[config.mk]
export PLATFORM = sky130hd
export DESIGN_NAME = uart_line_framer_ring_top_flat
export DESIGN_NICKNAME = d
export VERILOG_FILES = /design/src/rtl/ulfr_pkg.sv /design/src/rtl/ulfr_if.sv /design/src/rtl/ulfr_ram.sv /design/src/rtl/ulfr_front.sv /design/src/rtl/ulfr_back.sv /design/src/rtl/uart_line_framer_ring_top.sv /design/src/flat_wrapper.sv
export VERILOG_INCLUDE_DIRS = /design/src /design/src/rtl
export SDC_FILE = /design/constraint.sdc
export NUM_CORES = 2
export LEC_CHECK = 0
export BUFFER_PORTS_ARGS = -buffer_cell sky130_fd_sc_hd__buf_4
export CORE_MARGIN = 4
export CORE_UTILIZATION = 36
export CTS_CLUSTER_DIAMETER = 50
export DETAILED_ROUTE_END_ITERATION = 10
export SLEW_MARGIN = 20
export SYNTH_ARGS = -nofsm -noshare
export SYNTH_HDL_FRONTEND = slang
export SYNTH_HIERARCHICAL = 1
export SYNTH_MEMORY_MAX_BITS = 65536
export SYNTH_SLANG_ARGS = --single-unit
[constraint.sdc]
create_clock -name clock -period 7.3 [get_ports clock]
set_input_delay 0.365 -clock clock [delete_from_list [all_inputs] [get_ports clock]]
set_output_delay 0.365 -clock clock [all_outputs]
set_load 0.02 [all_outputs]
[src/rtl/uart_line_framer_ring_top_macros.svh]
// ----------------------------------------------------------------------------
// uart line framer ring assertion macros
// concurrent assertion shorthands used by the framer engine
// ----------------------------------------------------------------------------
`ifndef UART_LINE_FRAMER_RING_TOP_MACROS_SVH
`define UART_LINE_FRAMER_RING_TOP_MACROS_SVH

// condition holds at every edge outside reset
`define ULFR_ASSERT_ALWAYS(lbl, cond, msg) \
   lbl: assert property (@(posedge clock) disable iff (reset) (cond)) else $error(msg);

// antecedent in one cycle implies consequent in the next
`define ULFR_ASSERT_NEXT(lbl, ante, cons, msg) \
   lbl: assert property (@(posedge clock) disable iff (reset) (ante) |=> (cons)) else $error(msg);

`endif

[src/rtl/ulfr_pkg.sv]
// ----------------------------------------------------------------------------
// ulfr_pkg
// shared types, sizes and byte codes of the line framer
// ----------------------------------------------------------------------------
package ulfr_pkg;

   localparam int LINE_SLOTS  = 8;
   localparam int LINE_BYTES  = 64;
   localparam int SLOT_W      = $clog2(LINE_SLOTS);
   localparam int POS_W       = $clog2(LINE_BYTES);
   localparam int ADDR_W      = SLOT_W + POS_W;
   localparam int STORE_DEPTH = LINE_SLOTS * (2 ** POS_W);
   localparam int LEN_W       = 7;
   localparam int CSR_INDEX_W = 3;

   localparam logic [LEN_W-1:0] LINE_BYTES_LEN = LEN_W'(LINE_BYTES);

   localparam logic [7:0] HDR_SYNC = 8'h55;
   localparam logic [7:0] CODE_H   = 8'h48;
   localparam logic [7:0] CODE_R   = 8'h52;
   localparam logic [7:0] CODE_E   = 8'h45;
   localparam logic [7:0] CODE_F   = 8'h46;
   localparam logic [7:0] CH_LF    = 8'h0A;
   localparam logic [7:0] CH_CR    = 8'h0D;

   localparam logic [CSR_INDEX_W-1:0] CSR_FRAMING_MODE   = 3'd0;
   localparam logic [CSR_INDEX_W-1:0] CSR_ACK_LENGTH     = 3'd1;
   localparam logic [CSR_INDEX_W-1:0] CSR_INFO_LENGTH    = 3'd2;
   localparam logic [CSR_INDEX_W-1:0] CSR_FULL_LENGTH    = 3'd3;
   localparam logic [CSR_INDEX_W-1:0] CSR_FINAL_FLAG     = 3'd4;
   localparam logic [CSR_INDEX_W-1:0] CSR_FINAL_LENGTH   = 3'd5;

   typedef enum logic {
      CMD_RECEIVE = 1'b0,
      CMD_READ    = 1'b1
   } cmd_type;

   typedef struct packed {
      cmd_type          command;
      logic [7:0]       rx_byte;
      logic [LEN_W-1:0] read_limit;
   } req_type;

   typedef struct packed {
      logic             framing_mode;
      logic [LEN_W-1:0] ack_length;
      logic [LEN_W-1:0] info_length;
      logic [LEN_W-1:0] full_packet_length;
      logic             final_packet_flag;
      logic [LEN_W-1:0] final_packet_length;
   } cfg_type;

   function automatic logic [SLOT_W-1:0] next_slot(input logic [SLOT_W-1:0] s);
      logic [SLOT_W-1:0] r;
      if (s == SLOT_W'(LINE_SLOTS - 1)) r = '0;
      else r = s + SLOT_W'(1);
      return r;
   endfunction

endpackage

[src/rtl/ulfr_if.sv]
// ----------------------------------------------------------------------------
// ulfr channel interfaces
// valid/ready channels for requests and line bytes
// ----------------------------------------------------------------------------
interface ulfr_req_if;
   logic       valid;
   logic       ready;
   logic       command;
   logic [7:0] rx_byte;
   logic [6:0] read_limit;
   modport source (output valid, command, rx_byte, read_limit, input ready);
   modport sink   (input valid, command, rx_byte, read_limit, output ready);
endinterface

interface ulfr_rsp_if;
   logic       valid;
   logic       ready;
   logic [7:0] line_byte;
   logic [6:0] line_length;
   logic       read_status;
   logic       last_of_line;
   modport source (output valid, line_byte, line_length, read_status, last_of_line,
                   input ready);
   modport sink   (input valid, line_byte, line_length, read_status, last_of_line,
                   output ready);
endinterface

[src/rtl/ulfr_ram.sv]
// ----------------------------------------------------------------------------
// ulfr_ram
// generic one write, one read port ram with registered read
// ----------------------------------------------------------------------------
module ulfr_ram #(
   parameter int WIDTH = 8,
   parameter int DEPTH = 512
) (
   input  logic                     clock,
   input  logic                     write_enable,
   input  logic [$clog2(DEPTH)-1:0] write_addr,
   input  logic [WIDTH-1:0]         write_data,
   input  logic                     read_enable,
   input  logic [$clog2(DEPTH)-1:0] read_addr,
   output logic [WIDTH-1:0]         read_data
);
   logic [WIDTH-1:0] mem_ff [DEPTH];
   logic [WIDTH-1:0] read_data_ff;

   always_ff @(posedge clock) begin
      if (write_enable) mem_ff[write_addr] <= write_data;
      if (read_enable) read_data_ff <= mem_ff[read_addr];
   end

   assign read_data = read_data_ff;
endmodule

[src/rtl/ulfr_front.sv]
// ----------------------------------------------------------------------------
// ulfr_front
// request intake, command decode and two entry queue
// ----------------------------------------------------------------------------
module ulfr_front (
   input  logic             clock,
   input  logic             reset,
   ulfr_req_if.sink         req_ch,
   output logic             q_valid,
   output ulfr_pkg::req_type q_head,
   input  logic             q_pop
);
   import ulfr_pkg::*;

   req_type    entry_ff [2];
   logic       wr_ptr_ff, wr_ptr_in;
   logic       rd_ptr_ff, rd_ptr_in;
   logic [1:0] count_ff, count_in;
   logic       push;
   req_type    decoded;

   always_comb begin
      decoded.command    = req_ch.command ? CMD_READ : CMD_RECEIVE;
      decoded.rx_byte    = req_ch.rx_byte;
      decoded.read_limit = req_ch.read_limit;
   end

   assign req_ch.ready = (count_ff != 2'd2);
   assign push         = req_ch.valid && req_ch.ready;
   assign q_valid      = (count_ff != 2'd0);
   assign q_head       = entry_ff[rd_ptr_ff];

   always_comb begin
      wr_ptr_in = wr_ptr_ff ^ push;
      rd_ptr_in = rd_ptr_ff ^ (q_pop && q_valid);
      count_in  = count_ff + 2'(push) - 2'(q_pop && q_valid);
   end

   always_ff @(posedge clock) begin
      if (reset) begin
         wr_ptr_ff <= 1'b0;
         rd_ptr_ff <= 1'b0;
         count_ff  <= 2'd0;
      end else begin
         wr_ptr_ff <= wr_ptr_in;
         rd_ptr_ff <= rd_ptr_in;
         count_ff  <= count_in;
      end
   end

   always_ff @(posedge clock) begin
      if (push) entry_ff[wr_ptr_ff] <= decoded;
   end
endmodule

[src/rtl/ulfr_back.sv]
// ----------------------------------------------------------------------------
// ulfr_back
// framing engine: stores received bytes, streams out whole lines
// ----------------------------------------------------------------------------
`include "uart_line_framer_ring_top_macros.svh"

module ulfr_back (
   input  logic              clock,
   input  logic              reset,
   input  ulfr_pkg::cfg_type cfg,
   input  logic              q_valid,
   input  ulfr_pkg::req_type q_head,
   output logic              q_pop,
   ulfr_rsp_if.source        rsp_ch
);
   import ulfr_pkg::*;

   typedef enum logic [1:0] {
      BK_IDLE = 2'b01,
      BK_READ = 2'b10
   } state_type;

   state_type         state_ff, state_in;
   logic [SLOT_W-1:0] ws_ff, ws_in;
   logic [LEN_W-1:0]  wp_ff, wp_in;
   logic [SLOT_W-1:0] rs_ff, rs_in;
   logic [LEN_W-1:0]  exp_ff, exp_in;
   logic [7:0]        prev_ff, prev_in;
   logic [LEN_W-1:0]  slot_len_ff [LINE_SLOTS];
   logic [LEN_W-1:0]  slot_len_in [LINE_SLOTS];
   logic [SLOT_W-1:0] rd_slot_ff, rd_slot_in;
   logic [POS_W-1:0]  cnt_ff, cnt_in;
   logic [LEN_W-1:0]  n_ff, n_in;
   logic [LEN_W-1:0]  len_ff, len_in;
   logic              rd_pending_ff, rd_pending_in;
   logic              rd_last_ff, rd_last_in;
   logic              out_valid_ff, out_valid_in;
   logic [7:0]        out_byte_ff, out_byte_in;
   logic [LEN_W-1:0]  out_len_ff, out_len_in;
   logic              out_status_ff, out_status_in;
   logic              out_last_ff, out_last_in;

   logic              out_free, move, issue, idle_ok, single;
   logic [LEN_W-1:0]  cur_len, n_min, wp_inc, wp_a, exp_sel, exp_use, commit_len;
   logic              hdr, bad, term, commit;
   logic [SLOT_W-1:0] ws_next;
   logic [7:0]        b;
   logic [7:0]        ram_rdata;

   assign out_free = !out_valid_ff || rsp_ch.ready;
   assign move     = rd_pending_ff && out_free;
   assign issue    = (state_ff == BK_READ) && (!rd_pending_ff || move);
   assign idle_ok  = (state_ff == BK_IDLE) && !rd_pending_ff;
   assign cur_len  = slot_len_ff[rs_ff];
   assign n_min    = (q_head.read_limit < cur_len) ? q_head.read_limit : cur_len;
   assign single   = (cur_len == '0) || (n_min == '0);
   assign q_pop    = q_valid && idle_ok &&
                     (q_head.command == CMD_RECEIVE || !single || out_free);
   assign b        = q_head.rx_byte;

   // receive framing decisions
   always_comb begin
      wp_inc = wp_ff + LEN_W'(1);
      if (b == CODE_H || b == CODE_E) exp_sel = cfg.ack_length;
      else if (b == CODE_R) exp_sel = cfg.info_length;
      else if (b == CODE_F && cfg.final_packet_flag) exp_sel = cfg.final_packet_length;
      else exp_sel = cfg.full_packet_length;
      hdr        = (wp_inc == LEN_W'(2));
      bad        = hdr && (prev_ff != HDR_SYNC);
      term       = (b == CH_LF) && (wp_inc >= LEN_W'(2)) && (prev_ff == CH_CR);
      exp_use    = exp_ff;
      wp_a       = wp_inc;
      commit     = 1'b0;
      commit_len = wp_inc;
      if (!cfg.framing_mode) begin
         if (hdr && !bad) exp_use = exp_sel;
         if (bad) wp_a = '0;
         if (wp_a != '0 && wp_a == exp_use) begin
            commit     = 1'b1;
            commit_len = wp_a;
         end
      end else if (term) begin
         if (wp_inc == LEN_W'(2)) wp_a = '0;
         else begin
            commit     = 1'b1;
            commit_len = wp_inc - LEN_W'(2);
         end
      end
      if (!commit && wp_a == LINE_BYTES_LEN) begin
         commit     = 1'b1;
         commit_len = wp_a;
      end
      ws_next = next_slot(ws_ff);
   end

   always_comb begin
      state_in      = state_ff;
      ws_in         = ws_ff;
      wp_in         = wp_ff;
      rs_in         = rs_ff;
      exp_in        = exp_ff;
      prev_in       = prev_ff;
      slot_len_in   = slot_len_ff;
      rd_slot_in    = rd_slot_ff;
      cnt_in        = cnt_ff;
      n_in          = n_ff;
      len_in        = len_ff;
      rd_pending_in = rd_pending_ff;
      rd_last_in    = rd_last_ff;
      out_valid_in  = out_valid_ff;
      out_byte_in   = out_byte_ff;
      out_len_in    = out_len_ff;
      out_status_in = out_status_ff;
      out_last_in   = out_last_ff;

      if (out_valid_ff && rsp_ch.ready) out_valid_in = 1'b0;
      if (move) begin
         out_valid_in  = 1'b1;
         out_byte_in   = ram_rdata;
         out_len_in    = len_ff;
         out_status_in = 1'b0;
         out_last_in   = rd_last_ff;
         rd_pending_in = 1'b0;
      end
      if (issue) begin
         rd_pending_in = 1'b1;
         rd_last_in    = ({1'b0, cnt_ff} + LEN_W'(1) == n_ff);
         cnt_in        = cnt_ff + POS_W'(1);
         if ({1'b0, cnt_ff} + LEN_W'(1) == n_ff) state_in = BK_IDLE;
      end

      if (q_pop && q_head.command == CMD_RECEIVE) begin
         prev_in = b;
         if (!cfg.framing_mode) exp_in = exp_use;
         wp_in = wp_a;
         if (commit) begin
            wp_in = '0;
            if (slot_len_ff[ws_next] != '0) begin
               // ring full: the newest line is dropped and its slot reused
               slot_len_in[ws_ff] = '0;
            end else begin
               slot_len_in[ws_ff] = commit_len;
               ws_in = ws_next;
            end
         end
      end else if (q_pop) begin
         if (cur_len != '0) begin
            slot_len_in[rs_ff] = '0;
            rs_in = next_slot(rs_ff);
         end
         if (single) begin
            out_valid_in  = 1'b1;
            out_byte_in   = '0;
            out_len_in    = cur_len;
            out_status_in = (cur_len == '0);
            out_last_in   = 1'b1;
         end else begin
            state_in   = BK_READ;
            rd_slot_in = rs_ff;
            cnt_in     = '0;
            n_in       = n_min;
            len_in     = cur_len;
         end
      end
   end

   always_ff @(posedge clock) begin
      if (reset) begin
         state_ff      <= BK_IDLE;
         ws_ff         <= '0;
         wp_ff         <= '0;
         rs_ff         <= '0;
         exp_ff        <= LEN_W'(63);
         rd_pending_ff <= 1'b0;
         out_valid_ff  <= 1'b0;
         for (int i = 0; i < LINE_SLOTS; i++) slot_len_ff[i] <= '0;
      end else begin
         state_ff      <= state_in;
         ws_ff         <= ws_in;
         wp_ff         <= wp_in;
         rs_ff         <= rs_in;
         exp_ff        <= exp_in;
         rd_pending_ff <= rd_pending_in;
         out_valid_ff  <= out_valid_in;
         slot_len_ff   <= slot_len_in;
      end
   end

   always_ff @(posedge clock) begin
      prev_ff       <= prev_in;
      rd_slot_ff    <= rd_slot_in;
      cnt_ff        <= cnt_in;
      n_ff          <= n_in;
      len_ff        <= len_in;
      rd_last_ff    <= rd_last_in;
      out_byte_ff   <= out_byte_in;
      out_len_ff    <= out_len_in;
      out_status_ff <= out_status_in;
      out_last_ff   <= out_last_in;
   end

   ulfr_ram #(.WIDTH(8), .DEPTH(STORE_DEPTH)) u_store (
      .clock        (clock),
      .write_enable (q_pop && q_head.command == CMD_RECEIVE),
      .write_addr   ({ws_ff, wp_ff[POS_W-1:0]}),
      .write_data   (b),
      .read_enable  (issue),
      .read_addr    ({rd_slot_ff, cnt_ff}),
      .read_data    (ram_rdata)
   );

   assign rsp_ch.valid        = out_valid_ff;
   assign rsp_ch.line_byte    = out_byte_ff;
   assign rsp_ch.line_length  = out_len_ff;
   assign rsp_ch.read_status  = out_status_ff;
   assign rsp_ch.last_of_line = out_last_ff;

   `ULFR_ASSERT_ALWAYS(a_write_slot_free, slot_len_ff[ws_ff] == '0, "write slot holds a line")
   `ULFR_ASSERT_ALWAYS(a_position_range, wp_ff < LINE_BYTES_LEN, "write position at capacity")
   `ULFR_ASSERT_NEXT(a_issue_pending, issue, rd_pending_ff, "issued read not pending")
   `ULFR_ASSERT_ALWAYS(a_no_pop_in_read, !(q_pop && state_ff == BK_READ), "pop during line read")
endmodule

[src/rtl/uart_line_framer_ring_top.sv]
// a receive request leaves no response; a read's bytes pass the ram read register and the
// output register; an empty-ring or zero-limit read answers from the output register alone
// throughput: one receive per cycle while the engine is idle; a read streams one line byte
// per cycle while rsp_ch is ready; the pop, ram reads and last hand-off hold the engine
// reset: synchronous active high; ring empty, slots and positions zero, registers at defaults
// ----------------------------------------------------------------------------
// uart_line_framer_ring_top
// frames received bytes into a ring of line slots and hands out whole lines
// ----------------------------------------------------------------------------
module uart_line_framer_ring_top (
   input  logic                              clock,
   input  logic                              reset,
   ulfr_req_if.sink                          req_ch,
   ulfr_rsp_if.source                        rsp_ch,
   input  logic                              csr_write_enable,
   input  logic [ulfr_pkg::CSR_INDEX_W-1:0]  csr_index,
   input  logic [ulfr_pkg::LEN_W-1:0]        csr_write_data
);
   import ulfr_pkg::*;

   // configuration registers
   cfg_type cfg_ff, cfg_in;

   // front to back queue head
   logic    q_valid;
   req_type q_head;
   logic    q_pop;

   // register writes, values masked to width
   always_comb begin
      cfg_in = cfg_ff;
      if (csr_write_enable) begin
         case (csr_index)
            CSR_FRAMING_MODE: cfg_in.framing_mode        = csr_write_data[0];
            CSR_ACK_LENGTH:   cfg_in.ack_length          = csr_write_data;
            CSR_INFO_LENGTH:  cfg_in.info_length         = csr_write_data;
            CSR_FULL_LENGTH:  cfg_in.full_packet_length  = csr_write_data;
            CSR_FINAL_FLAG:   cfg_in.final_packet_flag   = csr_write_data[0];
            CSR_FINAL_LENGTH: cfg_in.final_packet_length = csr_write_data;
            default:          cfg_in = cfg_ff;
         endcase
      end
   end

   always_ff @(posedge clock) begin
      if (reset) begin
         cfg_ff.framing_mode        <= 1'b1;
         cfg_ff.ack_length          <= LEN_W'(6);
         cfg_ff.info_length         <= LEN_W'(12);
         cfg_ff.full_packet_length  <= LEN_W'(63);
         cfg_ff.final_packet_flag   <= 1'b0;
         cfg_ff.final_packet_length <= LEN_W'(63);
      end else begin
         cfg_ff <= cfg_in;
      end
   end

   // front: takes requests, decodes the command, queues them
   ulfr_front u_front (
      .clock   (clock),
      .reset   (reset),
      .req_ch  (req_ch),
      .q_valid (q_valid),
      .q_head  (q_head),
      .q_pop   (q_pop)
   );

   // back: frames bytes into the ring and streams lines out
   ulfr_back u_back (
      .clock   (clock),
      .reset   (reset),
      .cfg     (cfg_ff),
      .q_valid (q_valid),
      .q_head  (q_head),
      .q_pop   (q_pop),
      .rsp_ch  (rsp_ch)
   );
endmodule
[src/flat_wrapper.sv]
// flat-port wrapper written by rule: the top's interface ports become plain ports
module uart_line_framer_ring_top_flat import ulfr_pkg::*;
  (clock, reset, csr_write_enable, csr_index, csr_write_data, req_ch_valid, req_ch_command, req_ch_rx_byte, req_ch_read_limit, req_ch_ready, rsp_ch_valid, rsp_ch_line_byte, rsp_ch_line_length, rsp_ch_read_status, rsp_ch_last_of_line, rsp_ch_ready);
  ulfr_req_if req_ch_i ();
  ulfr_rsp_if rsp_ch_i ();
  input  logic clock;
  input  logic reset;
  input  logic csr_write_enable;
  input  logic [ulfr_pkg::CSR_INDEX_W-1:0] csr_index;
  input  logic [ulfr_pkg::LEN_W-1:0] csr_write_data;
  input wire logic [$bits(req_ch_i.valid)-1:0] req_ch_valid;
  input wire logic [$bits(req_ch_i.command)-1:0] req_ch_command;
  input wire logic [$bits(req_ch_i.rx_byte)-1:0] req_ch_rx_byte;
  input wire logic [$bits(req_ch_i.read_limit)-1:0] req_ch_read_limit;
  output wire logic [$bits(req_ch_i.ready)-1:0] req_ch_ready;
  output wire logic [$bits(rsp_ch_i.valid)-1:0] rsp_ch_valid;
  output wire logic [$bits(rsp_ch_i.line_byte)-1:0] rsp_ch_line_byte;
  output wire logic [$bits(rsp_ch_i.line_length)-1:0] rsp_ch_line_length;
  output wire logic [$bits(rsp_ch_i.read_status)-1:0] rsp_ch_read_status;
  output wire logic [$bits(rsp_ch_i.last_of_line)-1:0] rsp_ch_last_of_line;
  input wire logic [$bits(rsp_ch_i.ready)-1:0] rsp_ch_ready;
  assign req_ch_i.valid = req_ch_valid;
  assign req_ch_i.command = req_ch_command;
  assign req_ch_i.rx_byte = req_ch_rx_byte;
  assign req_ch_i.read_limit = req_ch_read_limit;
  assign req_ch_ready = req_ch_i.ready;
  assign rsp_ch_valid = rsp_ch_i.valid;
  assign rsp_ch_line_byte = rsp_ch_i.line_byte;
  assign rsp_ch_line_length = rsp_ch_i.line_length;
  assign rsp_ch_read_status = rsp_ch_i.read_status;
  assign rsp_ch_last_of_line = rsp_ch_i.last_of_line;
  assign rsp_ch_i.ready = rsp_ch_ready;
  uart_line_framer_ring_top u_core (.clock(clock), .reset(reset), .req_ch(req_ch_i), .rsp_ch(rsp_ch_i), .csr_write_enable(csr_write_enable), .csr_index(csr_index), .csr_write_data(csr_write_data));
endmodule
# Word-level counts from Yosys, hierarchy flattened
# Memory sizes are Yosys's and may differ from the RTL's. A register that Yosys moved wholly into a read port is not among the register bits.
# Index checks and enable logic that the tools add are counted.
dict set report word_totals {
  memories 2
  latch_bits 0
  romBits 0
  regBits 163
  out_inout_bits 19
  ram_bits 4128
}
# name words width read_ports rd_ports_with_merged_regs wr line_no
set mem_list {}
lappend mem_list {u_core.u_back.u_store.mem_ff 512 8 1 1 1 ulfr_ram.sv:17} ;# logic [WIDTH-1:0] mem_ff [DEPTH];
lappend mem_list {u_core.u_front.entry_ff 2 16 1 1 1 ulfr_front.sv:15} ;# req_type entry_ff [2];
dict set report classes {
  eq_ne 22
  n_reduce_logical 50
  order_cmp 7
  multipliers 0
  bitwise_logic 14
  n_div 0
  n_shift 0
  muxes 78
  addsub 8
}
# cell count
set ops {}
lappend ops {{two-way mux 56 bit} 5}
lappend ops {{two-way mux 7 bit} 27}
lappend ops {{AND 56 bit} 2}
lappend ops {{NOT 56 bit} 2}
lappend ops {{bitwise mux 56 bit} 1}
lappend ops {{binary-select mux 7 bit (select 3 bit)} 2}
lappend ops {{demux 7 bit (select 3 bit)} 2}
lappend ops {{== test 8 x 7 -> 1 bit, second input constant} 4}
lappend ops {{two-way mux 8 bit} 4}
lappend ops {{two-way mux 1 bit} 26}
lappend ops {{two-way mux 6 bit} 4}
lappend ops {{nonzero test 7 bit} 3}
lappend ops {{logical AND 1 bit} 18}
lappend ops {{== test 8 x 4 -> 1 bit, second input constant} 2}
lappend ops {{== test 7 bit} 2}
lappend ops {{logical NOT 7 bit} 2}
lappend ops {{AND reduction 2 bit} 7}
lappend ops {{== test 3 bit, second input constant} 4}
lappend ops {{>= comparator 4 bit, second input constant} 3}
lappend ops {{NOT 3 -> 4 bit} 3}
lappend ops {{AND reduction 3 bit} 4}
lappend ops {{two-way mux 2 bit} 5}
lappend ops {{< comparator 4 x 1 -> 1 bit, second input constant} 2}
lappend ops {{!= test 8 x 7 -> 1 bit, second input constant} 1}
lappend ops {{other kinds (23)} 44}

# Longest topological paths before layout
dict set report depth {
  depth_word 18
  mapped_depth 21
}

# Hierarchy
# The synthesis kept the hierarchy.
# mod cells_per_inst seq_area_each_um2 n_inst area_per_inst_um2
set by_module_without_submodules {}
lappend by_module_without_submodules {ulfr_ram 8030 123238.2 1 160007.2}
lappend by_module_without_submodules {ulfr_back 778 2842.7 1 7123.1}
lappend by_module_without_submodules {ulfr_front 77 1041.0 1 1387.6}
lappend by_module_without_submodules {uart_line_framer_ring_top 116 600.6 1 1223.7}

# Worst setup path before layout
# No wires, ideal clock.
dict set report synth_path {
  path_kind {flip-flop to flip-flop}
  startpoint {register u_core/u_front/rd_ptr_ff (netlist name)}
  endpoint {register u_core/u_back/slot_len_ff[15] (netlist bit)}
  arrival_ns 7.705
  stages_incl_launch_ff 16
  path_slack_ns -0.521
  required_time_ns 7.183
  setup_time_ns 0.117
  n_path_buf 4
  period_less_slack_ns 7.821
  path_cell_list {dfxtp_1 buf_2 buf_4 mux2_2 or4b_4 a211oi_4 buf_4 a21oi_1 a22oi_1 a31oi_1 or4_1 nor4_4 nor3_2 buf_6 o41a_1 a22o_1}
}
# element line_no
set synth_rtl {}
lappend synth_rtl {{end signal: assignment} ulfr_back.sv:185} ;# slot_len_ff <= slot_len_in;
lappend synth_rtl {{end: declaration} ulfr_back.sv:29} ;# logic [LEN_W-1:0] slot_len_ff [LINE_SLOTS];

==> results.cfg <==
[floorplanning]
rows = 251
start_util = 0.3623
dieHeight_um = 694.7
die_w_um = 694.7
fp.dieArea_sq_mm = 0.4826
ios = 50
core-area_sq_mm = 0.4686

[power]
p_leak_nw = 63.47
power_density_mw_per_mm2 = 286.5
irDropWorstVdd_uv = 264.9

[clock_tree]
clk_path_buf_depth = 4
cts.sinks = 4299
root_buffer = clkbuf_16
insertion_delay_ns = 0.98
tritoncts = done
cts_made_buffers = 437
clkTransAtPathRegs_ns = 0.06
htreeDepth = 5

[yosys]
yosysUniqueCellTypes = 99
synth_top_area_frac = 0.7363
yosys.area.top_type = edfxtp_1
synth_ff_type = edfxtp_1
netlist_area_sq_mm = 0.1697
yosysSeqAreaShare = 0.7525
ys_top_cells_by_area = edfxtp_1 74%, mux4_2 8.8%, mux2i_1 5.0%, o221ai_1 1.9%, dfxtp_1 1.6%
synthArstFlopShare = 0
avgSynthCellArea_sq_um = 18.86
yosys_register_bits = 4299
synth_cells = 9001
synth_nets = 9049
synth_edf_count = 4162
ys_warn_count = 6

[detailed_routing]
detail_route.vias_per_cell = 5.705
drtIter0Drc = 11110
avgRoutedWirePerCell_um = 28.98
drc = 0
firstDrtPassIters = 7
via_count = 89720
drt_wl_total_mm = 455.8
ant_nets = 0

[worst_setup_path]
cp-end-kind = register
startpoint_type = register
r2r_cells = 12
cp.arrival_ns = 6.95
crit_type = register to register
cp.required_ns = 8.20
worst-path-max-fanout = 75

[grt]
gr-total-overflow = 0
grt_antenna_before_repair = 19
grt_pass1_wl_mm = 652.6
track_usage = 0.1842
grt_pass1_vias = 89780
grt_start_max_net_pins = 198

[sta]
tns_ns = 0
tightest_slew_ns = 1.546
fmax_mhz = 165.4
final.setup_skew_ns = 0.06330
rsz0062_at_grt = no
setup_slack_ns = 1.253
min_period_ns = 6.047
fin_crit_sh = 0.8283
hold_violations = 0
whs_ns = 0.1643
relSlewSlack = -0.04008
setup_viol = 0
final_max_slew_viol_count = 2

[placement]
port_buffers = 49
routabilityCongestion = 0.8865
place_hpwl_mm = 279.3
place_ws_ns = 1.409
dpl_cell_area_sq_mm = 0.1769

[hold_path]
worstHoldPathType = primary input to register
min_path_cells = 2

[final_layout]
design_area_sq_mm = 0.1915
syn_to_final_growth_pct = 12.83
final_cell_mix = 4,162 x edfxtp_1, 844 x mux2i_1, 684 x nor2_1, 662 x mux4_2, 443 x clkbuf_16
final_nets = 9203
layout-drive-gt1-share = 0.1734
final_common_cell = edfxtp_1

[flow_run]
cap_violations = 1

[run_status]
violations = max-capacitance violations, max-slew violations
status = finished with violations
==> per-layer routing <==
metal / wire length (um) / global-route usage
met1: 182300 / 0.2517
met2: 215600 / 0.2953
met3: 40750 / 0.03617
met4: 17070 / 0.06242
met5: 57 / 0
==> cells in the mapped netlist (11+ instances only) <==
master and number:
xnor2_1 11, nand3_1 58, xor2_1 11, ha_1 17, and2_1 24, mux2_2 25
nor2_1 690, buf_2 66, a211oi_1 22, a21oi_1 227, a21o_1 16, mux4_2 662
o31ai_1 20, nor3b_1 12, and3_1 16, nand4_1 41, nor4_1 58, buf_1 46
o22ai_1 168, buf_4 73, or3_1 12, inv_1 23, nand2b_1 33, a22oi_1 62
dfxtp_1 137, a31oi_1 15, o21ai_0 148, a22o_1 39, nor3_1 145, buf_6 68
mux2i_1 844, o221ai_1 371, edfxtp_1 4162, clkbuf_1 292, nor2b_1 15, nand2_1 192
buf_8 11
==> stage by stage <==
stage	instances	total power, W	util
2_1_floorplan	9001	0.03150	-
3_3_place_gp	14880	0.03318	0.3775
3_5_place_dp	14880	0.03337	0.3775
4_1_cts	15720	0.05534	0.4087
5_1_grt	15720	0.05662	0.4087
6_report	15730	0.05487	0.4087
==> final cells by class <==
cell class                      count  area [sq um]
Fill cell                       41140        277000
Sequential cell                  4299        127700
Antenna cell                        7         17.52
Timing Repair Buffer              276          2500
Clock buffer                      530         11420
Multi-Input combinational cell   4116         39110
Tap cell                         6198          7755
Inverter                           25         101.3
Clock inverter                    275          2872
==> final timing paths <==
check | start | end | slack (ns)
worst min register to register | u_core/u_back/rd_last_ff | u_core/u_back/rsp_ch.last_of_line | 0.48
worst max register to register | u_core/u_front/rd_ptr_ff | u_core/u_back/slot_len_ff[46] | 1.25
worst min-delay path | req_ch_read_limit[2] | u_core/u_front/entry_ff[1][2] | 0.16
worst max-delay path | u_core/u_front/rd_ptr_ff | u_core/u_back/slot_len_ff[46] | 1.25
==> critical path, cell delays in order, from the launching register on <==
cell	delay [ns]
dfxtp_1	0.83
mux2_8	0.63
or4b_4	0.68
a211oi_4	0.57
a311oi_1	0.17
a2111oi_0	0.61
or3_1	0.21
nand4_1	0.22
nor4_4	0.57
o31ai_4	0.19
buf_4	0.26
nor3_2	0.73
a22o_1	0.24
==> cell families (layout without fill, tap and decap cells) <==
logic type               count (synthesis)  count (layout)  synth area share
buffers and inverters                  586            1106           0.01928
AO/OA/AOI/OAI                         1190            1190           0.04996
AND/OR/NAND/NOR                       1355            1355           0.03659
multiplexers                          1532            1532            0.1393
XOR/XNOR                                22              22          0.001135
other                                    0               7                 0
flip-flops                            4299            4299            0.7525
adder cells (fa/ha/maj)                 17              17          0.001253
==> timing repair <==
action / 4_1_cts / 5_1_grt
gates resized for setup: 0 / 0
buffers inserted: 0 / 0
hold endpoints to repair: 79 / 0
hold buffers: 31 / 0
==> power by group <==
group	leakage, nW	switching (W)	internal (W)
combinational	18.0	0.00312	0.000376
clock	6.94	0.00942	0.0127
sequential	38.5	0.0000487	0.0292
total	63.5	0.0126	0.0423
==> state kept, by name (all words and copies together), names as in the netlist, 2 cells and up <==
register	count
u_core/u_back/n_ff	7
u_core/u_back/u_store/mem_ff	4096
u_core/u_back/prev_ff	8
u_core/u_back/cnt_ff	6
u_core/u_back/wp_ff	7
u_core/u_front/count_ff	2
u_core/u_back/exp_ff	7
u_core/u_back/ws_ff	3
u_core/u_back/len_ff	7
u_core/cfg_ff	30
u_core/u_back/state_ff	2
u_core/u_back/slot_len_ff	56
u_core/u_back/rsp_ch.line_length	7
u_core/u_back/rd_slot_ff	3
u_core/u_back/rsp_ch.line_byte	8
u_core/u_front/entry_ff	32
u_core/u_back/rs_ff	3
u_core/u_back/u_store/read_data	8
(Power assumes the default switching activity.)
